### src/rtl/shfd_pkg.sv
package shfd_pkg;

  localparam int MaxPayload   = 1024;
  localparam int RestartEvery = 16;

  localparam int OffW = ($clog2(MaxPayload + 1) > 3) ? $clog2(MaxPayload + 1) : 3;
  localparam int RstW = (RestartEvery > 1) ? $clog2(RestartEvery) : 1;

  localparam logic [7:0]  SyncByteRst     = 8'd165;
  localparam logic [10:0] MaxLengthRst    = 11'd1024;
  localparam logic [15:0] TimeoutTicksRst = 16'd1000;

  typedef enum logic [1:0] {
    CFG_SYNC_BYTE     = 2'd0,
    CFG_MAX_LENGTH    = 2'd1,
    CFG_TIMEOUT_TICKS = 2'd2
  } cfg_idx_t;

  typedef enum logic [3:0] {
    ST_IGNORED   = 4'd0,
    ST_SYNC      = 4'd1,
    ST_HEADER    = 4'd2,
    ST_PAYLOAD   = 4'd3,
    ST_CKA_OK    = 4'd4,
    ST_GOOD      = 4'd5,
    ST_BAD_SUM   = 4'd6,
    ST_TOO_LONG  = 4'd7,
    ST_TIMEOUT   = 4'd8,
    ST_IDLE_TICK = 4'd9
  } status_t;

  localparam logic REQ_BYTE = 1'b0;
  localparam logic REQ_TICK = 1'b1;

  typedef struct packed {
    logic [7:0]  sync_byte;
    logic [10:0] max_length;
    logic [15:0] timeout_ticks;
  } cfg_t;

  typedef struct packed {
    status_t     status;
    logic [7:0]  payload_byte;
    logic [9:0]  payload_index;
    logic [7:0]  msg_id;
    logic [7:0]  seq_num;
    logic [15:0] frame_length;
    logic        restarted;
    logic        last;
  } res_t;

endpackage

### src/rtl/shfd_cfg.sv
module shfd_cfg
  import shfd_pkg::*;
(
  input  logic        clk,
  input  logic        rst_n,
  input  logic        cfg_we,
  input  logic [1:0]  cfg_index,
  input  logic [15:0] cfg_data,
  output cfg_t        cfg
);

  cfg_t cfg_r;

  always_ff @(posedge clk) begin
    if (!rst_n) begin
      cfg_r.sync_byte     <= SyncByteRst;
      cfg_r.max_length    <= MaxLengthRst;
      cfg_r.timeout_ticks <= TimeoutTicksRst;
    end else if (cfg_we) begin
      case (cfg_index)
        CFG_SYNC_BYTE:     cfg_r.sync_byte     <= cfg_data[7:0];
        CFG_MAX_LENGTH:    cfg_r.max_length    <= cfg_data[10:0];
        CFG_TIMEOUT_TICKS: cfg_r.timeout_ticks <= cfg_data;
        default: ;
      endcase
    end
  end

  assign cfg = cfg_r;

endmodule

### config.mk
export PLATFORM = sky130hd
export DESIGN_NAME = shfd_cfg
export DESIGN_NICKNAME = d
export VERILOG_FILES = /design/src/rtl/shfd_pkg.sv /design/src/rtl/shfd_cfg.sv
export SDC_FILE = /design/constraint.sdc
export NUM_CORES = 1
export LEC_CHECK = 0
export BUFFER_PORTS_ARGS = -buffer_cell sky130_fd_sc_hd__buf_2
export CAP_MARGIN = 20
export CELL_PAD_IN_SITES_DETAIL_PLACEMENT = 0
export CELL_PAD_IN_SITES_GLOBAL_PLACEMENT = 1
export CORE_MARGIN = 3
export CORE_UTILIZATION = 37
export CTS_CLUSTER_DIAMETER = 200
export CTS_CLUSTER_SIZE = 16
export DETAILED_ROUTE_END_ITERATION = 6
export PLACE_DENSITY = 0.79
export REMOVE_ABC_BUFFERS = 1
export SLEW_MARGIN = 20
export SYNTH_ARGS = -nofsm -noshare
export SYNTH_HDL_FRONTEND = slang
export SYNTH_SLANG_ARGS = --single-unit
export TNS_END_PERCENT = 100
### constraint.sdc
create_clock -name clk -period 1.6 [get_ports clk]
set_input_delay 0.08 -clock clk [delete_from_list [all_inputs] [get_ports clk]]
set_output_delay 0.08 -clock clk [all_outputs]
set_load 0.02 [all_outputs]
---- Word-level counts from Yosys, hierarchy flattened ----
Index checks and enable logic that the tools add are counted.
storage, ports and cells
  logic and storage cells ................. 9
  bits in registers ....................... 35
  output and inout bits ................... 35
cells by class
  eq/ne operators ......................... 2
  reductions and logical operators ........ 4
operators with widths
  operator                                       count
  AND reduction 2 bit                            3
  == test 2 x 1 -> 1 bit, second input constant  1
  == test 2 bit, second input constant           1
  zero test 2 bit                                1

---- Longest topological paths before layout ----
Gate-level depths: netlist of run 1.
  depth in word-level cells ............... 2
  mapped depth ............................ 4
  gate-level depth less buffers ........... 2

---- Worst setup path before layout of run 1 ----
Ideal clock, no wire load.
  path kind ............................... input port to flip-flop
  from .................................... input port cfg_index[0]
  to ...................................... register cfg_r (netlist bit cfg[32])
  library setup time ...................... 0.121 ns
  path buffers ............................ 2
  path slack .............................. 0.665 ns
  data arrival time ....................... 0.814 ns
  cell stages on the path ................. 4
  cells stage by stage .................... buf_2 -> or3b_1 -> buf_6 -> mux2i_1
between the ends
  word-level cells in the longest chain between the ends .. 2
RTL lines
  what                                  line            RTL
  from (decl)                           shfd_cfg.sv:7   input logic [1:0] cfg_index,
  zero test 2 bit                       shfd_cfg.sv:20  case (cfg_index)
  AND reduction 2 bit (no source line)  --
  to (decl)                             shfd_cfg.sv:12  cfg_t cfg_r;
No other way between the ends.
A chain may end at the register's enable or synchronous reset.

---- Worst setup path after layout of run 1 ----
  from .................................... register cfg_r (netlist bit cfg[26])
  to ...................................... output port cfg[26] (netlist bit)
RTL lines
  what       line           RTL
  to (decl)  shfd_cfg.sv:9  output cfg_t cfg
No word-level cell between the ends.

==> flow_summary.yaml, run 1 <==
grt:
  top_usage_layer: "met2"
  grt_util_met1: 0.183
  antenna_found_initial: 0
  grtUsageMet3: 0.0624
  grt_max_degree: 23
  grt_pass1_wl_um: 5210
  grt_usage: 0.152
  met2_usage: 0.244
  grt_overflow_total: 0
  grt_pass1_vias: 1132
finish:
  synthToLayoutAreaGrowth_pct: 24.7
  stdcell_area_um2: 1790
  largest_reg_flops: 35
  diodes: 0
  multi_input_area_um2: 623
  drive_gt1_frac: 0.333
  seq_area_um2: 701
  fin_nets: 219
  fillCellCount: 349
cts:
  cts_inserted_buffers: 5
  path_clk_slew_ns: 0.07
  cts_tree: "built"
  cts_buffer_depth: 2
  clkSinkCount: 35
  post_cts_buffers: 0
  insertion_delay_ns: 0.28
  ctsHtreeMaxLevel: 2
  hold_buffers: 0
  post_cts_resized: 0
  cts_root_buffer: "clkbuf_8"
detailed_routing:
  drt_iter0_markers: 61
  ant_nets: 0
  wl_per_cell_um: 13.2
  first_pass_iters: 4
  viasPerCell: 4.77
  via_count: 1165
  drc: 0
  drt-total-wl_um: 3220
sta:
  fmax_mhz: 1140
  clock_skew_ns: 0
  worst-slew-pin-transition_ns: 0.443
  rsz0062_at_grt: "false"
  fin_crit_sh: 0.546
  hold_violations: 0
  final.setup.tns_ns: 0
  relSlewSlack: 0.705
  setup_viol: 0
  slew_violations: 0
  period_minus_slack_ns: 0.874
critical_path:
  cp-end-kind: "output pin"
  r2r_slack_ns: 0.97
  slowest_stage: "dfxtp_1"
  crit_type: "register to output pin"
  r2r-start: "cfg[7]"
  reg2reg_to: "cfg[7]"
  worstPathRequired_ns: 1.52
  critical-path-top-delay-family: "flip-flops"
  start_kind: "register"
  arrival_ns: 0.79
  worstPathCellList: "buf_2"
  cpPeakStageDelay_ns: 0.34
  critPathBufInv: 1
  reg2reg_depth: 2
  critical_path.max_fanout: 2
die:
  fp.dieW_um: 68.2
  dieArea_um2: 4650
  io_pins: 56
  start_util: 0.407
  core_um2: 3520
  fp.dieH_um: 68.2
  rows: 21
synthesis:
  synthCells: 147
  synthTopCellsByCount: "40 x nand2_1, 35 x dfxtp_1, 28 x mux2i_1, 7 x inv_1, 7 x o211ai_1"
  yosysMostFrequentCell: "nand2_1"
  synth_top_cell_area_share: 0.490
  yosys.area.top_type: "dfxtp_1"
  async_flop_share: 0
  ys.flop_type: "dfxtp_1"
  yosysWarnings: 0
  synth_cell_types: 15
  ys_top_cells_by_area: "dfxtp_1 49%, mux2i_1 20%, nand2_1 10%"
  synth-edff-count: 0
  syn_avg_cell_area_um2: 9.74
  ys_seq_elements: 35
  ys_seq_area_frac: 0.490
  synth_area_um2: 1430
pwr:
  p_per_area_nw_per_um2: 990
  static-leakage-power_nw: 0.855
  max-vdd-ir-drop_v: 0.000578
worst_hold_path:
  min_path_type: "input pin to register"
  hold_depth: 3
  holdPathEnd: "cfg[12]"
  hold_start: "cfg_data[12]"
run:
  cap_violations: 0
placed_design:
  hpwl_um: 2390
  gp_congestion: 0.633
  place_area_um2: 1700
  port_buffers: 55
run_status:
  status: "completed"
[worst max-delay path by stage]
stage               slack, ns  depth (start not counted)         start      end
floorplan                0.74                          2  cfg_index[1]  cfg[28]
global placement         0.48                          3        cfg_we  cfg[31]
detailed placement       0.46                          3        cfg_we  cfg[30]
CTS                      0.71                          1       cfg[26]  cfg[26]
global route             0.68                          1        cfg[5]   cfg[5]
finish                   0.73                          1       cfg[26]  cfg[26]
[metrics by stage]
| step | instances | setup slack, ns | util | hold WS (ns) | power (mW) |
|---|---|---|---|---|---|
| final | 244 | 0.726 | 0.507 | 0.0447 | 1.77 |
| after global routing | 244 | 0.681 | 0.507 | 0.0333 | 1.86 |
| after CTS | 244 | 0.712 | 0.507 | 0.0336 | 1.80 |
| after detailed placement | 237 | 0.461 | 0.482 | 0.339 | 1.16 |
| after global placement | 237 | 0.482 | 0.482 | 0.327 | 1.15 |
| after floorplan | 134 | 0.738 | - | 0.169 | 1.05 |
[cells by family (layout without fill, tap and decap cells)]
group | after synthesis | after routing | share of synthesized area
buf+inv | 20 | 71 | 0.0752
flops | 35 | 35 | 0.490
simple gates | 57 | 57 | 0.203
mux | 28 | 28 | 0.196
compound gates | 7 | 7 | 0.0367
[placed cells by master (no fill, tap or decap)]
| master | n |
|---|---|
| clkbuf_8 | 6 |
| and3b_2 | 2 |
| nand2_1 | 40 |
| nor3b_1 | 1 |
| nand4b_1 | 5 |
| o211ai_1 | 7 |
| buf_2 | 55 |
| clkinv_2 | 1 |
| mux2i_1 | 28 |
| nor2b_1 | 6 |
| inv_1 | 7 |
| nand4bb_1 | 2 |
| dfxtp_1 | 35 |
| buf_4 | 2 |
| or3b_1 | 1 |
[metal layers]
| metal | routed length [µm] | part of all wire |
|---|---|---|
| met3 | 271 | 0.084 |
| met4 | 17 | 0.0053 |
| met2 | 1550 | 0.48 |
| met5 | 0 | 0 |
| met1 | 1380 | 0.43 |
[layout make-up]
type | count | area share
Clock buffer | 6 | 0.0463
Clock inverter | 1 | 0.00280
Inverter | 7 | 0.0147
Multi-Input combinational cell | 92 | 0.349
Sequential cell | 35 | 0.392
Tap cell | 46 | 0.0322
Timing Repair Buffer | 57 | 0.163
[report_power, final]
part | internal [mW] | total (mW) | switching (mW)
Combinational | 0.0841 | 0.214 | 0.130
Sequential | 0.905 | 0.922 | 0.0166
Clock | 0.337 | 0.632 | 0.295
[worst register-to-register path: cells and delay by family, from the launching register on]
| family | cells | cell delay, ns |
|---|---|---|
| DFF | 1 | 0.31 |
| and+or+nand+nor | 1 | 0.12 |
| muxes | 1 | 0.08 |
Note: power is estimated with default switching activity, not from simulation.
==> inputs of run 2 (changes only) <==
Settings changed: ABC_AREA set to 1, CORE_UTILIZATION 37 to 32, PLACE_DENSITY 0.79 to 0.74.
Clock period 1.6 ns to 0.9 ns, I/O delays scaled along.
==> run 2 against run 1 <==
- sequential power increased by 81%
- cell area increased by 6.4%
- sequential share of layout area is 2.4 points lower
- critical path depth unchanged
- combinational power rose by 150%
- wire length grew 4.8%
- sequential cell count stayed put
- register-to-register slack got worse by 0.69 ns
- largest cell class unchanged
- highest routed layer unchanged
==> flow_summary.yaml, run 2 <==
placed_design:
  dp_slack_ns: 0.0193
  dp.cells: 306
  gp_congestion: 0.784
  place_area_um2: 1780
  hpwl_um: 2330
  port_buffers: 55
critical_path:
  r2r-start: "cfg[10]"
  start_kind: "register"
  critical_path.max_fanout: 2
  crit_type: "register to output pin"
  critPathBufInv: 1
  cp_num_cells: 1
  arrival_ns: 0.79
  r2r_slack_ns: 0.28
  reg2reg_to: "cfg[10]"
  reg2reg_depth: 4
  critical-path-top-delay-family: "flip-flops"
  cpPeakStageDelay_ns: 0.34
  slowest_stage: "dfxtp_1"
  cp-end-kind: "output pin"
  worstPathCellList: "buf_2"
  worstPathRequired_ns: 0.85
die:
  io_pins: 56
  dieArea_um2: 5300
  fp.dieW_um: 72.8
  core_um2: 4140
  rows: 23
  fp.dieH_um: 72.8
  start_util: 0.345
pwr:
  max-vdd-ir-drop_v: 0.000926
  static-leakage-power_nw: 1.06
  p_per_area_nw_per_um2: 1700
sta:
  hold_violations: 0
  rsz0062_at_grt: "false"
  fmax_mhz: 1200
  relSlewSlack: 0.802
  setup_viol: 0
  worst-slew-pin-transition_ns: 0.298
  setup_slack_ns: 0.0664
  clock_skew_ns: 0
  final.setup.tns_ns: 0
  fin_crit_sh: 0.926
  slew_violations: 0
  period_minus_slack_ns: 0.834
detailed_routing:
  viasPerCell: 4.24
  drt_iter0_markers: 76
  wl_per_cell_um: 10.6
  ant_nets: 0
  drt-total-wl_um: 3370
  first_pass_iters: 4
  via_count: 1343
  drc: 0
cts:
  post_cts_buffers: 0
  cts_root_buffer: "clkbuf_8"
  cts_buffer_depth: 2
  clkSinkCount: 35
  cts_inserted_buffers: 5
  ctsHtreeMaxLevel: 2
  insertion_delay_ns: 0.28
  path_clk_slew_ns: 0.06
  cts_tree: "built"
  hold_buffers: 5
  post_cts_resized: 0
finish:
  final_common_cell: "nand2_1"
  stdcell_area_um2: 1900
  final_cell_mix: "56 x nand2_1, 55 x buf_2, 44 x nor2_1"
  final_util: 0.458
  drive_gt1_frac: 0.262
  finalNonFillerCells: 317
  fin_nets: 289
  fillCellCount: 460
  largest_reg_flops: 35
  diodes: 0
  synthToLayoutAreaGrowth_pct: 32.9
grt:
  grt_pass1_vias: 1234
  antenna_found_initial: 0
  grt_usage: 0.136
  grt_max_degree: 36
  grt_overflow_total: 0
  grt_pass1_wl_um: 5590
worst_hold_path:
  holdPathEnd: "cfg[24]"
  hold_depth: 3
  hold_start: "cfg_data[8]"
  min_path_type: "input pin to register"
synthesis:
  yosys.area.top_type: "dfxtp_1"
  yosysWarnings: 0
  ys_seq_area_frac: 0.490
  synth_cell_types: 15
  ys_top_cells_by_area: "dfxtp_1 49%, nand2_1 15%, nor2_1 12%"
  async_flop_share: 0
  synth_top_cell_area_share: 0.490
  synth_area_um2: 1430
  ys.flop_type: "dfxtp_1"
  syn_avg_cell_area_um2: 6.94
  synth-edff-count: 0
  ys_seq_elements: 35
  yosysMostFrequentCell: "nand2_1"
  synthTopCellsByCount: "56 x nand2_1, 44 x nor2_1, 35 x dfxtp_1, 25 x inv_1, 20 x nand3_1"
  synthCells: 206
run:
  cap_violations: 0
run_status:
  status: "completed"
## run 2: cell count changes in the layout (fill, tap and decap cells not counted), sizes merged, moves of 6 or more
cell | before | now
nor2b | 6 | 0
nand3 | 0 | 21
mux2i | 28 | 0
inv | 7 | 26
nand2 | 40 | 56
nor2 | 0 | 45
o211ai | 7 | 0
nand4 | 0 | 7
## run 2: final cells by class
type | instances | area [µm²] | share of cell area
clock buffer | 6 | 72.6 | 0.0382
timing repair buffer | 67 | 403 | 0.212
inverter | 26 | 97.6 | 0.0514
tap | 50 | 62.6 | 0.0329
multi-input combinational | 133 | 563 | 0.296
sequential | 35 | 701 | 0.369
## run 2: worst max-delay path by stage
stage                             from      end  slack (ns)
after floorplan           cfg_index[1]  cfg[16]        0.07
after global placement    cfg_index[1]  cfg[31]        0.02
after detailed placement  cfg_index[1]   cfg[1]        0.02
after CTS                      cfg[32]  cfg[32]        0.05
after global routing            cfg[9]   cfg[9]       0.005
final                          cfg[32]  cfg[32]        0.07
## run 2: power breakdown
| part | internal, mW | switching (mW) |
|---|---|---|
| clock network | 0.515 | 0.508 |
| logic | 0.202 | 0.329 |
| registers | 1.63 | 0.0358 |
## run 2: worst reg2reg max path: stages, from the launching register on
cell     delay, ns
dfxtp_1       0.34
inv_1         0.04
nand2_1       0.05
nand2_1       0.05
nor2_1        0.07
## run 2: metal layers
layer / GRT usage / vias to the layer above / part of all wire
met1: 0.179 / 544 / 0.51
met3: 0.0565 / 6 / 0.090
met5: 0 / - / 0
met2: 0.200 / 47 / 0.39
met4: 0.0430 / 0 / 0.012
li1: - / 746 / -
## run 2: stage by stage
step                hold WS [ns]  power (mW)
floorplan                  0.129        1.97
global placement           0.273        2.22
detailed placement         0.275        2.22
CTS                      0.00864        3.27
global route              0.0213        3.41
finish                    0.0100        3.22
## run 2: kinds of logic after synthesis
logic type,after synthesis,share of synthesized area
AO/OA/AOI/OAI,4,0.0140
flip-flops,35,0.490
buffers and inverters,38,0.116
AND/OR/NAND/NOR,129,0.380
