<file path="config.mk">
export PLATFORM = sky130hd
export DESIGN_NAME = shfd_core
export DESIGN_NICKNAME = d
export VERILOG_FILES = /design/src/rtl/shfd_pkg.sv /design/src/rtl/shfd_core.sv
export SDC_FILE = /design/constraint.sdc
export NUM_CORES = 1
export LEC_CHECK = 0
export BUFFER_PORTS_ARGS = -buffer_cell sky130_fd_sc_hd__buf_4
export CAP_MARGIN = 20
export CORE_UTILIZATION = 38
export CTS_BUF_LIST = sky130_fd_sc_hd__clkbuf_4
export DETAILED_ROUTE_END_ITERATION = 12
export PLACE_DENSITY = 0.56
export SLEW_MARGIN = 40
export SYNTH_ARGS = -nofsm -noshare
export SYNTH_HDL_FRONTEND = slang
export SYNTH_SLANG_ARGS = --single-unit
export TNS_END_PERCENT = 20
</file>
<file path="constraint.sdc">
create_clock -name clk -period 6.65 [get_ports clk]
set_clock_uncertainty 0.15 [all_clocks]
set_input_delay 0 -clock clk [delete_from_list [all_inputs] [get_ports clk]]
set_output_delay 0 -clock clk [all_outputs]
set_load 0.02 [all_outputs]
</file>
<file path="src/rtl/shfd_pkg.sv">
package shfd_pkg;

  localparam int MaxPayload   = 1024;
  localparam int RestartEvery = 16;

  localparam int OffW = ($clog2(MaxPayload + 1) > 3) ? $clog2(MaxPayload + 1) : 3;
  localparam int RstW = (RestartEvery > 1) ? $clog2(RestartEvery) : 1;

  localparam logic [7:0]  SyncByteRst     = 8'd165;
  localparam logic [10:0] MaxLengthRst    = 11'd1024;
  localparam logic [15:0] TimeoutTicksRst = 16'd1000;

  typedef enum logic [1:0] {
    CFG_SYNC_BYTE     = 2'd0,
    CFG_MAX_LENGTH    = 2'd1,
    CFG_TIMEOUT_TICKS = 2'd2
  } cfg_idx_t;

  typedef enum logic [3:0] {
    ST_IGNORED   = 4'd0,
    ST_SYNC      = 4'd1,
    ST_HEADER    = 4'd2,
    ST_PAYLOAD   = 4'd3,
    ST_CKA_OK    = 4'd4,
    ST_GOOD      = 4'd5,
    ST_BAD_SUM   = 4'd6,
    ST_TOO_LONG  = 4'd7,
    ST_TIMEOUT   = 4'd8,
    ST_IDLE_TICK = 4'd9
  } status_t;

  localparam logic REQ_BYTE = 1'b0;
  localparam logic REQ_TICK = 1'b1;

  typedef struct packed {
    logic [7:0]  sync_byte;
    logic [10:0] max_length;
    logic [15:0] timeout_ticks;
  } cfg_t;

  typedef struct packed {
    status_t     status;
    logic [7:0]  payload_byte;
    logic [9:0]  payload_index;
    logic [7:0]  msg_id;
    logic [7:0]  seq_num;
    logic [15:0] frame_length;
    logic        restarted;
    logic        last;
  } res_t;

endpackage

</file>
<file path="src/rtl/shfd_core.sv">
module shfd_core
  import shfd_pkg::*;
(
  input  logic       clk,
  input  logic       rst_n,
  input  cfg_t       cfg,
  input  logic       step_en,
  input  logic       req_type,
  input  logic [7:0] data_byte,
  output res_t       res
);

  typedef enum logic [2:0] {
    PH_WAIT    = 3'd0,
    PH_HEADER  = 3'd1,
    PH_PAYLOAD = 3'd2,
    PH_CKA     = 3'd3,
    PH_CKB     = 3'd4
  } phase_t;

  phase_t          phase_r, phase_nxt;
  logic [7:0]      hdr_r [4];
  logic [7:0]      hdr_nxt [4];
  logic [OffW-1:0] off_r, off_nxt;
  logic [RstW-1:0] rcnt_r, rcnt_nxt;
  logic [7:0]      sa_r, sa_nxt, sb_r, sb_nxt;
  logic [15:0]     tcnt_r, tcnt_nxt;
  logic            run_r, run_nxt;

  logic [7:0]      sa_upd, sb_upd;
  logic [15:0]     len_nxt, len_cur;
  logic            drop, load, open;

  assign sa_upd  = sa_r + data_byte;
  assign sb_upd  = sb_r + sa_upd;
  assign len_cur = {hdr_r[3], hdr_r[2]};

  always_comb begin
    phase_nxt = phase_r;
    hdr_nxt   = hdr_r;
    off_nxt   = off_r;
    rcnt_nxt  = rcnt_r;
    sa_nxt    = sa_r;
    sb_nxt    = sb_r;
    tcnt_nxt  = tcnt_r;
    run_nxt   = run_r;
    drop      = 1'b0;
    load      = 1'b0;
    open      = 1'b0;
    len_nxt   = '0;
    res       = '0;
    res.status = ST_IGNORED;

    if (req_type == REQ_TICK) begin
      res.status = ST_IDLE_TICK;
      if (run_r) begin
        if (tcnt_r <= 16'd1) begin
          res.status = ST_TIMEOUT;
          res.last   = 1'b1;
          drop       = 1'b1;
        end else begin
          tcnt_nxt = tcnt_r - 16'd1;
        end
      end
    end else begin
      case (phase_r)
        PH_HEADER: begin
          sa_nxt = sa_upd;
          sb_nxt = sb_upd;
          hdr_nxt[off_r[1:0]] = data_byte;
          off_nxt    = off_r + OffW'(1);
          res.status = ST_HEADER;
          len_nxt    = {hdr_nxt[3], hdr_nxt[2]};
          if (off_r[1:0] == 2'd3) begin
            if (len_nxt > {5'd0, cfg.max_length} || len_nxt > 16'(MaxPayload)) begin
              res.status = ST_TOO_LONG;
              res.last   = 1'b1;
              drop       = 1'b1;
            end else if (len_nxt != 16'd0) begin
              off_nxt   = '0;
              rcnt_nxt  = '0;
              phase_nxt = PH_PAYLOAD;
            end else begin
              phase_nxt = PH_CKA;
            end
          end
        end
        PH_PAYLOAD: begin
          sa_nxt            = sa_upd;
          sb_nxt            = sb_upd;
          res.status        = ST_PAYLOAD;
          res.payload_byte  = data_byte;
          res.payload_index = 10'(off_r);
          off_nxt           = off_r + OffW'(1);
          if (rcnt_r == RstW'(RestartEvery - 1)) begin
            rcnt_nxt = '0;
            load     = 1'b1;
          end else begin
            rcnt_nxt = rcnt_r + RstW'(1);
          end
          if (16'(off_nxt) >= len_cur) phase_nxt = PH_CKA;
        end
        PH_CKA: begin
          if (data_byte == sa_r) begin
            res.status = ST_CKA_OK;
            phase_nxt  = PH_CKB;
          end else begin
            res.status = ST_BAD_SUM;
            res.last   = 1'b1;
            drop       = 1'b1;
            open       = (data_byte == cfg.sync_byte);
            res.restarted = open;
          end
        end
        PH_CKB: begin
          res.last = 1'b1;
          drop     = 1'b1;
          if (data_byte == sb_r) begin
            res.status = ST_GOOD;
          end else begin
            res.status = ST_BAD_SUM;
            open       = (data_byte == cfg.sync_byte);
            res.restarted = open;
          end
        end
        default: begin
          phase_nxt = PH_WAIT;
          if (data_byte == cfg.sync_byte) begin
            res.status = ST_SYNC;
            open       = 1'b1;
          end
        end
      endcase
    end

    if (drop) begin
      phase_nxt = PH_WAIT;
      sa_nxt    = '0;
      sb_nxt    = '0;
      run_nxt   = 1'b0;
      tcnt_nxt  = '0;
    end
    if (open) begin
      phase_nxt = PH_HEADER;
      off_nxt   = '0;
      load      = 1'b1;
    end
    if (load) begin
      tcnt_nxt = cfg.timeout_ticks;
      run_nxt  = 1'b1;
    end

    res.msg_id       = hdr_nxt[0];
    res.seq_num      = hdr_nxt[1];
    res.frame_length = {hdr_nxt[3], hdr_nxt[2]};
  end

  always_ff @(posedge clk) begin
    if (!rst_n) begin
      phase_r <= PH_WAIT;
      hdr_r   <= '{default: '0};
      off_r   <= '0;
      rcnt_r  <= '0;
      sa_r    <= '0;
      sb_r    <= '0;
      tcnt_r  <= '0;
      run_r   <= 1'b0;
    end else if (step_en) begin
      phase_r <= phase_nxt;
      hdr_r   <= hdr_nxt;
      off_r   <= off_nxt;
      rcnt_r  <= rcnt_nxt;
      sa_r    <= sa_nxt;
      sb_r    <= sb_nxt;
      tcnt_r  <= tcnt_nxt;
      run_r   <= run_nxt;
    end
  end

endmodule

</file>
; ---- Word-level counts from Yosys, hierarchy flattened
; Index checks and enable logic that the tools add are counted.
[totals]
reg_bits = 83
word_cells = 131
input_bits = 47
[op_classes]
reduce_logical = 16
bitwise_logic = 2
n_addsub = 5
n_eq_ne = 21
mux = 70
order_cmp = 6
[op_table]
columns = cell, n
row1 = $mux 16, 5
row2 = $mux 32, 2
row3 = $mux 8, 7
row4 = $mux 11, 5
row5 = $mux 18, 2
row6 = $bwmux 32, 1
row7 = $mux 3, 9
row8 = $eq 8x8->1, 3
row9 = $mux 1, 22
row10 = $pmux 11 s2, 1
row11 = $mux 4, 5
row12 = $add 8x8->8, 2
row13 = $demux 8 s2, 1
row14 = $ge 11x16->1, 1
row15 = $gt 16x11->1, 1
row16 = $gt 16x11->1 const B, 1
row17 = $le 16x1->1 const B, 1
row18 = $ne 4x4->1 const B, 4
row19 = $pmux 4 s4, 1
row20 = $reduce_bool 16->1, 1
row21 = $sub 16x1->16 const B, 1
row22 = $pmux 3 s4, 1
row23 = $add 11x1->11 const B, 1
row24 = $pmux 1 s3, 3
row25 = other kinds (27), 39

; ---- Longest topological paths before layout
; Gate-level depths: netlist (run 1).
[depth]
ltp_word = 14
mapped_depth = 15
depth_no_buf = 14

; ---- Worst setup path before layout (run 1)
; No wires, ideal clock.
[synth_timing]
kind = register to register
startpoint = reg off_r[0]
endpoint = reg tcnt_r[10]
period_less_slack_ps = 3856
path_stages_with_launch = 16
n_path_buf = 3
path_slack_ps = 2794
t_arrival_ps = 3580
setup_ps = 126
cell_sequence = dfxtp_1 ha_1 clkbuf_1 buf_1 nand2_1 o21ai_0 ha_1 a21o_1 a21oi_1 inv_1 o41ai_1 a21oi_1 o311a_1 nand2_1 buf_4 o21ai_0
[synth_via]
elab_chain_len = 14
word_cells_on_any_way = 21
classes_between = 4 x order compare / 2 x eq/ne / 9 x mux / 1 x bitwise / 5 x reduce/logical
[synth_rtl]
columns = element, line
row1 = start: declaration, shfd_core.sv:24  ; logic [OffW-1:0] off_r, off_nxt;
row2 = start signal: assignment, shfd_core.sv:171  ; off_r <= off_nxt;
row3 = $not 2->3 (not written as such), shfd_core.sv:70  ; hdr_nxt[off_r[1:0]] = data_byte;
row4 = $ge 3x3->1 (not written as such) / $lt 3x1->1 (equally long branches), shfd_core.sv:70
row5 = $logic_and 1x1->1 (not written as such), shfd_core.sv:70
row6 = $mux 8 (not written as such), shfd_core.sv:70
row7 = $demux 8 s2, shfd_core.sv:70
row8 = $bwmux 32, shfd_core.sv:70
row9 = $gt 16x11->1, shfd_core.sv:75  ; if (len_nxt > {5'd0, cfg.max_length} || len_nxt > 16'(MaxPayload)) begin
row10 = $logic_or 1x1->1, shfd_core.sv:75
row11 = $mux 1, shfd_core.sv:75
row12 = $mux 1 (*), shfd_core.sv:74  ; if (off_r[1:0] == 2'd3) begin
row13 = $pmux 1 s3 (*), shfd_core.sv:66  ; case (phase_r)
row14 = $mux 1 (*), shfd_core.sv:54  ; if (req_type == REQ_TICK) begin
row15 = $ne 3x3->1 (no source line) (tied with other cells), --
row16 = $reduce_and 4->1 (no source line) / $mux 16 (equally long branches), --
row17 = end signal: assignment, shfd_core.sv:175  ; tcnt_r <= tcnt_nxt;
row18 = end: declaration, shfd_core.sv:27  ; logic [15:0] tcnt_r, tcnt_nxt;
; Mark *: on every way between the ends. The rest lies on a longest branch, timed or not.
; A chain may end at the register's enable or synchronous reset.

; ---- Worst setup path after layout (run 1)
[layout_timing]
startpoint = reg off_r[1]
endpoint = reg tcnt_r[4]
; The elaborated chain is that of the path after synthesis.

==> metrics.txt, run 1 <==
Layout Nets 949; maximum number of pins on one net before global-route repair 55; most common cell after layout, fill and taps aside sky130_fd_sc_hd__buf_4; cell taking the most area after synthesis sky130_fd_sc_hd__dfxtp_1; clock edge transition at the registers on the reported setup and hold paths approximately 0.15 ns; R2R Path Start off_r[1]; Post-synth EDFFs 0; Overflow after GRT 0; Die ar. about 16,000 µm²; Syn Std Cell Area 6020 µm²; worst-path cell chain ha_1 > o21ai_0 > ha_1 > a21o_1 > a21oi_1 > inv_1 > o41ai_2 > a21oi_1 > o311a_1 > nand2_1 > o211ai_1 > dlygate4sd3_1; count of port buffers added during placement 102; Worst Path Required 6.87 ns; drt initial violations approximately 370; Worst Setup Slack post-DPL 2.30 ns; setup repair after global routing missed its margin false; initial standard-cell utilization of the core between 30 and 40%; leakage power between 3 and 4 nW; total number of vias roughly 5,800; # clock sinks 83; library cells used by synthesis 65; gate count of the mapped netlist between 700 and 800; relative slew slack 51.3%; area taken by multi-input logic gates between 4000 and 5000 µm²; wire length per cell between 15 and 20 µm; run status finished, final reports clean; post-synthesis sequential element count 83; Post-Synthesis Mean Instance Area roughly 8 µm²; start-to-end type of the worst setup path reg2reg; Std-Cell Rows 45; number of buffers added by the clock tree synthesis step 9; Total GRT Usage approximately 22%; slew at the pin closest to its max-slew limit 0.731 ns; overall routed net length 17.9 mm; worst setup margin 1.85 ns; DRC viols 0; total of max-cap violations 0; layout cell share with drive strength beyond 1 between 10% and 20%; Slew Limit Fails 0; vias per std cell approximately 5.4; Primary FF master, synth sky130_fd_sc_hd__dfxtp_1; CP endpoint kind flop; hold buffer count at cts 33; maximum cell stage delay along the critical path 0.67 ns; share of async-settable or async-resettable flops after synthesis 0%; sequential-to-total area share from yosys stat approximately 28%; cell chosen for the clock root sky130_fd_sc_hd__clkbuf_4; Final Hold Fails 0; CP startpoint kind flop; Ys Warns 0; Reg-to-Reg End tcnt_r[4]; clock latency of the later-clocked register in the worst-skew pair 0.47 ns; fill cell instance count of the final layout approximately 1,500; initial antenna violation count 1; summed negative setup slack over all endpoints 0 ns; Worst Reg2Reg Path Length in Cells 12; Hold Crit Endpoint tcnt_r[8]; maximum clock frequency 0.208 GHz; most used cells in the layout excluding fill and tap cells sky130_fd_sc_hd__buf_4, sky130_fd_sc_hd__nor2_1, sky130_fd_sc_hd__dfxtp_1; FF-to-FF setup slack approximately 1.9 ns; top cell type's share of synthesized area 27.6%; width of the die between 100 and 150 µm; nets in the synthesized netlist approximately 840; setup violators final 0; class of the worst hold path in2reg; top post-synthesis cells by area sky130_fd_sc_hd__dfxtp_1, sky130_fd_sc_hd__ha_1, sky130_fd_sc_hd__mux2i_1; vias in the first global route 5,704; power density over the cells ~140 nW/µm²; HPWL reported at the end of detailed placement ~13 mm; worst-path fanout max 20; die height around 130 µm; number of instances on the worst hold path 5; count of cells resized by post-cts repair 0; hold path start req_type; CTS H-tree lvls 3; count of pins on the block boundary between 100 and 150; first-pass iteration count of the detailed router 5; standard cell with the maximum stage delay on the critical path sky130_fd_sc_hd__ha_1; maximum number of buffers from clock root to sink 2; post-layout min period about 4.8 ns; Setup Fix Bufs, Post-CTS 0; Critical Path AT ~5.0 ns; Floorplan Core Area between 15,000 and 20,000 µm²; layout-stage area growth over the synthesis result 23.9%; maximum vdd drop ~96 µV; placer's final routability congestion estimate ~0.83; number of routed nets with antenna violations 0; CTS tree done; global-route wire length before repair about 29 mm; final clock period utilization by the worst path ~70%; storage element area ~1700 µm²
## worst max path at each step
stage,from,end,slack (ns),cells after the start
final,off_r[1],tcnt_r[4],1.85,12
after global routing,off_r[1],tcnt_r[2],1.50,12
after CTS,off_r[1],tcnt_r[2],1.81,11
after detailed placement,off_r[1],tcnt_r[0],2.30,10
after global placement,off_r[1],tcnt_r[0],2.17,10
after floorplan,off_r[0],tcnt_r[10],2.79,15
## cell families after synthesis
group                      share of synthesized area, %
and+or+nand+nor                                    21.2
AOI/OAI and AO/OA                                  19.1
DFF                                                27.6
buffers and inverters                              5.28
muxes                                              11.0
adders and majority gates                          9.80
xor gates and xnor gates                           5.96
## sequential cells by signal, summed over array words and instances, names as in the netlist
register and count:
off_r 11, hdr_r 32, sa_r 8, run_r 1
sb_r 8, rcnt_r 4, tcnt_r 16, phase_r 3
## critical path, delay by kind of cell (launching register included)
| kind | cells | cell delay (ns) |
|---|---|---|
| buffers and inverters | 2 | 0.65 |
| adders and majority gates | 2 | 1.01 |
| DFF | 1 | 0.46 |
| and+or+nand+nor | 1 | 0.33 |
| AOI/OAI and AO/OA | 7 | 2.08 |
## area by class of cell
cell class,instances,area share (%)
diodes,1,0.0335
clock buffers,12,1.21
clock inverters,4,0.989
inverters,34,1.78
multi-input cells,588,55.0
flip-flops and latches,83,22.3
well taps,211,3.54
repair buffers,140,15.2
## cell usage after synthesis, types with 12 or more instances
cell type / number
sky130_fd_sc_hd__clkbuf_1: 32
sky130_fd_sc_hd__xor2_1: 22
sky130_fd_sc_hd__a21oi_1: 49
sky130_fd_sc_hd__inv_1: 32
sky130_fd_sc_hd__o21ai_0: 47
sky130_fd_sc_hd__ha_1: 44
sky130_fd_sc_hd__nand2_1: 61
sky130_fd_sc_hd__nor3_1: 20
sky130_fd_sc_hd__nor2_1: 88
sky130_fd_sc_hd__and2_1: 19
sky130_fd_sc_hd__mux2_2: 24
sky130_fd_sc_hd__dfxtp_1: 83
sky130_fd_sc_hd__xnor2_1: 19
sky130_fd_sc_hd__nand3_1: 14
sky130_fd_sc_hd__mux2i_1: 38
sky130_fd_sc_hd__o211ai_1: 12
## report_power, final
group | total [mW] | internal, mW | switching [mW]
sequential | 0.508 | 0.503 | 0.00527
clock | 0.354 | 0.166 | 0.188
combinational | 0.180 | 0.0797 | 0.101
total | 1.04 | 0.749 | 0.294
## per-stage QoR
step                      area, µm²  hold slack (ns)  power (mW)  instances  utilization [%]
after floorplan                6020          -0.0374       0.624        748                -
after global placement         6910            0.111       0.677       1023             45.1
after detailed placement       6950            0.130       0.681       1023             45.4
after CTS                      7440           0.0536        1.06       1072             48.6
after global routing           7470           0.0689        1.09       1073             48.8
final                          7470           0.0646        1.04       1073             48.8
## per-layer routing
metal / wire, µm / vias up / track usage, %
met5: 0 / - / 0
met4: 372 / 0 / 8.37
met3: 783 / 26 / 3.84
met2: 8500 / 160 / 38.3
met1: 8210 / 2755 / 28.3
li1: - / 2875 / -
No activity file was read; power rests on OpenSTA's default activity.
==> inputs of run 2 (changes only) <==
- clock period: 6.65 -> 5.01 ns (I/O delays scaled with it)
==> run 2 against run 1 <==
  * Die area stayed put
  * Global-route usage is 0.14 points lower
  * Final cell count is 0.37% higher
  * Sequential cell count stayed put
  * Critical path depth stayed put
  * Design area stayed put
  * Critical path type unchanged
==> metrics.txt, run 2 (same netlist as run 1, synthesis figures left out) <==
run status finished, final reports clean; Slew Limit Fails 0; final clock period utilization by the worst path 92.6%; CTS H-tree lvls 3; Worst Path Required between 5 and 6 ns; Final Hold Fails 0; start-to-end type of the worst setup path reg2reg; power spent charging and discharging nets 392 µW; post-route worst hold slack roughly 0.18 ns; Logic pwr share between 10% and 20%; number of routed nets with antenna violations 0; max reg flops 32; initial standard-cell utilization of the core 39.3%; CP startpoint kind flop; post-layout min period ~4.6 ns; vias in the first global route roughly 5,600; Worst Reg2Reg Path Length in Cells 12; vias per std cell roughly 5.4; maximum number of pins on one net before global-route repair 55; detailed-routing wirelength on met1 8.24 mm; maximum number of buffers from clock root to sink 2; internal power just under 1 mW; CP endpoint kind flop; layout-stage area growth over the synthesis result 23.9%; relative slew slack 55.0%; number of instances on the worst hold path 4; # clock sinks 83; count of port buffers added during placement 102; global-route wire length before repair between 20 and 30 mm; length of routed met3 wiring just under 800 µm; most flop-heavy register hdr_r; slew at the pin closest to its max-slew limit just under 0.7 ns; clock edge transition at the registers on the reported setup and hold paths 0.15 ns; total of max-cap violations 0; first-pass iteration count of the detailed router 5; largest registers hdr_r x32, tcnt_r x16, off_r x11; portion of total power attributed to sequential cells roughly 50%; number of buffers added by the clock tree synthesis step 9; setup violators final 0; class of the worst hold path in2reg; count of pins on the block boundary slightly above 100; Clock Power Share between 30% and 40%; most common cell after layout, fill and taps aside sky130_fd_sc_hd__buf_4; maximum vdd drop 120 µV; CTS tree done; Critical Path AT between 4 and 5 ns; wire length per cell approximately 17 µm; HPWL reported at the end of detailed placement 12.7 mm; power density over the cells around 180 nW/µm²; leakage power between 3 and 4 nW; Detail Route met2 WL about 8.6 mm; Floorplan Core Area about 15,000 µm²; uppermost metal layer occupied by signal nets met4; drt initial violations ~370; total number of vias 5,824; initial antenna violation count 1; fraction of power spent switching nets between 20% and 30%; setup repair after global routing missed its margin false; Die ar. roughly 16,000 µm²; layout cell share with drive strength beyond 1 between 10% and 20%; cell chosen for the clock root sky130_fd_sc_hd__clkbuf_4; most used cells in the layout excluding fill and tap cells sky130_fd_sc_hd__buf_4, sky130_fd_sc_hd__nor2_1, sky130_fd_sc_hd__dfxtp_1; clock latency of the later-clocked register in the worst-skew pair 0.48 ns; die height between 100 and 150 µm; placer's final routability congestion estimate between 0.9 and 1; Std-Cell Rows 45; DRC viols 0; count of cells resized by post-cts repair 0; Layout Nets 954; Overflow after GRT 0; summed negative setup slack over all endpoints 0 ns; maximum clock frequency ~0.22 GHz; worst-path fanout max 20; overall routed net length between 15 and 20 mm; Total GRT Usage 22.3%; width of the die ~130 µm
## run 2: cell types whose count changed in the layout (fill, tap and decap cells not counted), sizes merged
cell,delta
buf,+4
clkbuf,-3
clkinv,+2
clkinvlp,+1
dlygate4sd3,+1
inv,-1
## run 2: final cells by class
cell class	count	area, µm²
Antenna cell	1	2.50
Timing Repair Buffer	145	1170
Sequential cell	83	1660
Inverter	34	133
Tap cell	211	264
Fill cell	1537	7850
Clock inverter	6	81.3
Multi-Input combinational cell	588	4080
Clock buffer	9	67.6
## run 2: stage by stage
step | instance area, µm² | cells | setup slack (ns) | power, mW | utilization, %
4_1_cts | 7450 | 1076 | 0.398 | 1.38 | 48.6
3_5_place_dp | 6960 | 1027 | 0.690 | 0.901 | 45.4
5_1_grt | 7470 | 1077 | 0.0671 | 1.43 | 48.8
6_report | 7470 | 1077 | 0.369 | 1.36 | 48.8
2_1_floorplan | 6020 | 748 | 1.15 | 0.828 | -
3_3_place_gp | 6940 | 1026 | 0.823 | 0.897 | 45.3
## run 2: power by group through the flow
stage	registers [mW]	clock network [mW]	logic [mW]
floorplan	0.686	0	0.142
global placement	0.688	0	0.209
detailed placement	0.688	0	0.213
CTS	0.674	0.467	0.235
global route	0.675	0.496	0.260
finish	0.674	0.450	0.237
## run 2: what timing repair did
| item | 4_1_cts | 5_1_grt |
|---|---|---|
| hold buffers | 34 | 0 |
| hold endpoints to repair | 68 | 0 |
| setup buffers | 0 | 0 |
## run 2: final timing paths
check	start	to	slack, ns
min reg2reg	sa_r[5]	sa_r[5]	0.32
max	off_r[1]	tcnt_r[4]	0.37
max reg2reg	off_r[1]	tcnt_r[4]	0.37
min	cfg[8]	tcnt_r[8]	0.18
## run 2: layer usage
layer / GRT usage (%) / vias up
li1: - / 2879
met1: 28.2 / 2774
met2: 39.1 / 155
met3: 3.96 / 16
met4: 5.67 / 0
met5: 0 / -
## run 2: critical path, cell delays in order, from the launching register on
cell,delay [ns]
sky130_fd_sc_hd__dfxtp_1,0.44
sky130_fd_sc_hd__ha_1,0.63
sky130_fd_sc_hd__o21ai_0,0.39
sky130_fd_sc_hd__ha_1,0.39
sky130_fd_sc_hd__a21oi_1,0.18
sky130_fd_sc_hd__inv_1,0.08
sky130_fd_sc_hd__o41ai_1,0.38
sky130_fd_sc_hd__buf_4,0.20
sky130_fd_sc_hd__a21oi_1,0.16
sky130_fd_sc_hd__o311a_1,0.43
sky130_fd_sc_hd__nand2_1,0.35
sky130_fd_sc_hd__o211ai_1,0.17
sky130_fd_sc_hd__dlygate4sd3_1,0.59
==> inputs of run 3 (changes only) <==
--- a/config.mk
+++ b/config.mk
@@ -9,6 +9,6 @@
 export CAP_MARGIN = 20
-export CORE_UTILIZATION = 38
+export CORE_UTILIZATION = 55
 export CTS_BUF_LIST = sky130_fd_sc_hd__clkbuf_4
 export DETAILED_ROUTE_END_ITERATION = 12
-export PLACE_DENSITY = 0.56
+export PLACE_DENSITY = 0.76
 export SLEW_MARGIN = 40
==> constraint.sdc (replaced) <==
create_clock -name clk -period 5.01 [get_ports clk]
set_clock_uncertainty 0.15 [all_clocks]
set_input_delay 0.2505 -clock clk [delete_from_list [all_inputs] [get_ports clk]]
set_output_delay 0.2505 -clock clk [all_outputs]
set_load 0.02 [all_outputs]
==> run 3 against run 2 <==
  * First-iteration DRC count up 27%
  * Highest routed layer unchanged
  * Fmax is 2.1% lower
  * Routed wire length is 4.5% lower
  * Sequential share of layout area grew 0.44 points
  * Global-route usage grew 8.5 points
  * Non-clock buffer count is 14 lower
==> metrics.txt, run 3 (same netlist as run 1, synthesis figures left out) <==
maximum number of pins on one net before global-route repair 55; Largest delay share family, worst path compound AO/OA/AOI/OAI gates; cell chosen for the clock root sky130_fd_sc_hd__clkbuf_4; clock edge transition at the registers on the reported setup and hold paths 0.14 ns; # clock sinks just over 80; vias per std cell approximately 6; maximum vdd drop 166 µV; Worst Path Required 5.25 ns; start-to-end type of the worst setup path reg2reg; most common cell after layout, fill and taps aside sky130_fd_sc_hd__buf_4; layout-stage area growth over the synthesis result 21.5%; post-layout instance area approximately 7300 µm²; post-detailed-placement cell area roughly 7000 µm²; Std-Cell Rows 37; Layout Cells excl Fill around 990; drt initial violations between 400 and 500; initial antenna violation count 1; overall routed net length 17.0 mm; DRC viols 0; CP Buf/Inv Count 3; setup violators final 0; Overflow after GRT 0; initial standard-cell utilization of the core between 50% and 60%; Die ar. approximately 11,000 µm²; max reg flops 32; Floorplan Core Area 10,500 µm²; Final Hold Fails 0; first-pass iteration count of the detailed router 5; Total GRT Usage between 30% and 40%; Worst Reg2Reg Path Length in Cells 12; Layout Nets 940; summed negative setup slack over all endpoints 0 ns; post-route worst hold slack 0.0160 ns; maximum number of buffers from clock root to sink 2; class of the worst hold path in2reg; post-layout min period 4.74 ns; wire length per cell roughly 17 µm; most flop-heavy register hdr_r; vias in the first global route 5,726; area taken by multi-input logic gates 4100 µm²; storage element area approximately 1700 µm²; standard cell with the maximum stage delay on the critical path sky130_fd_sc_hd__ha_1; CP startpoint kind flop; total instance count after detailed placement 950; total number of vias ~5,900; count of port buffers added during placement a little over 100; HPWL reported at the end of detailed placement 12.0 mm; number of buffers added by the clock tree synthesis step 9; total of max-cap violations 0; number of routed nets with antenna violations 0; Setup Fix Bufs, Post-CTS 0; die height approximately 110 µm; CTS tree done; largest registers hdr_r x32, tcnt_r x16, off_r x11; clock latency of the later-clocked register in the worst-skew pair 0.49 ns; worst-path fanout max 20; Slew Limit Fails 0; global-route wire length before repair approximately 28 mm; slew at the pin closest to its max-slew limit around 0.73 ns; instance count on the critical path 12; fill cell instance count of the final layout approximately 900; worst-path cell chain ha_1 > o21ai_0 > ha_1 > a21oi_1 > inv_1 > o41ai_1 > buf_4 > a21oi_1 > o311a_1 > nand2_1 > o22ai_1 > dlygate4sd3_1; number of instances on the worst hold path 4; most used cells in the layout excluding fill and tap cells sky130_fd_sc_hd__buf_4, sky130_fd_sc_hd__nor2_1, sky130_fd_sc_hd__dfxtp_1; count of pins on the block boundary 103; final clock period utilization by the worst path between 90 and 100%; relative slew slack roughly 51%; CP endpoint kind flop; width of the die 107 µm; power density over the cells ~200 nW/µm²; Critical Path AT approximately 5 ns; run status finished, final reports clean; maximum clock frequency about 0.21 GHz; layout cell share with drive strength beyond 1 roughly a fifth; leakage power about 3.3 nW; setup repair after global routing missed its margin false; CTS H-tree lvls 3; placer's final routability congestion estimate 0.908; maximum cell stage delay along the critical path 0.67 ns
-- run 3: cell types whose count changed in the layout (fill, tap and decap cells not counted) --
cell and delta:
sky130_fd_sc_hd__nor2_1 -1, sky130_fd_sc_hd__o311ai_4 +1, sky130_fd_sc_hd__clkinv_2 -2, sky130_fd_sc_hd__buf_8 +1, sky130_fd_sc_hd__o31ai_1 -1, sky130_fd_sc_hd__o311ai_2 -1, sky130_fd_sc_hd__nor2_2 +1, sky130_fd_sc_hd__buf_4 -3
sky130_fd_sc_hd__bufinv_16 +2, sky130_fd_sc_hd__o31ai_2 +1, sky130_fd_sc_hd__dlygate4sd3_1 -12, sky130_fd_sc_hd__clkinv_4 +1
-- run 3: final timing paths --
| path | slack (ns) | to | start |
|---|---|---|---|
| max reg2reg | 0.27 | tcnt_r[15] | off_r[0] |
| min | 0.02 | tcnt_r[13] | cfg[13] |
| max | 0.27 | tcnt_r[15] | off_r[0] |
| min reg2reg | 0.33 | sa_r[5] | sa_r[5] |
-- run 3: power by group --
part / switching [mW] / total (mW) / leakage [nW] / internal (mW)
Clock: 0.257 / 0.559 / 0.104 / 0.301
Combinational: 0.131 / 0.231 / 2.54 / 0.100
Sequential: 0.00721 / 0.674 / 0.669 / 0.667
Total: 0.395 / 1.46 / 3.31 / 1.07
-- run 3: layer usage --
metal	up-vias	part of all wire [%]	track usage, %
li1	2863	-	-
met1	2777	42	37.3
met2	244	49	52.6
met3	39	6.5	6.38
met4	0	2.3	13.1
met5	-	0	0
-- run 3: final cells by class --
| class | count | share of cell area [%] |
|---|---|---|
| clock buffer | 9 | 0.923 |
| inverter | 34 | 1.81 |
| multi-input combinational | 588 | 56.0 |
| timing repair buffer | 131 | 14.3 |
| antenna | 1 | 0.0342 |
| clock inverter | 7 | 1.91 |
| tap | 136 | 2.32 |
| sequential | 83 | 22.7 |
-- run 3: worst register-to-register path, cell delays in order, from the launching register on --
cell and delay [ns]:
sky130_fd_sc_hd__dfxtp_1 0.46, sky130_fd_sc_hd__ha_1 0.67, sky130_fd_sc_hd__o21ai_0 0.40, sky130_fd_sc_hd__ha_1 0.40
sky130_fd_sc_hd__a21oi_1 0.19, sky130_fd_sc_hd__inv_1 0.08, sky130_fd_sc_hd__o41ai_1 0.40, sky130_fd_sc_hd__buf_4 0.20
sky130_fd_sc_hd__a21oi_1 0.18, sky130_fd_sc_hd__o311a_1 0.45, sky130_fd_sc_hd__nand2_1 0.35, sky130_fd_sc_hd__o22ai_1 0.13
sky130_fd_sc_hd__dlygate4sd3_1 0.58
-- run 3: repair_timing --
| item | CTS | global route |
|---|---|---|
| gates resized for setup | 0 | 1 |
| endpoints found under the hold margin | 18 | 0 |
| hold buffers | 22 | 0 |
| endpoints found under the setup margin | 0 | 2 |
-- run 3: stage by stage --
step	total power [mW]	setup WS [ns]	utilization, %
6_report	1.46	0.271	70.0
5_1_grt	1.51	0.0716	70.0
4_1_cts	1.46	0.342	69.6
3_5_place_dp	0.898	0.692	65.5
3_3_place_gp	0.891	0.972	65.2
2_1_floorplan	0.828	1.15	-
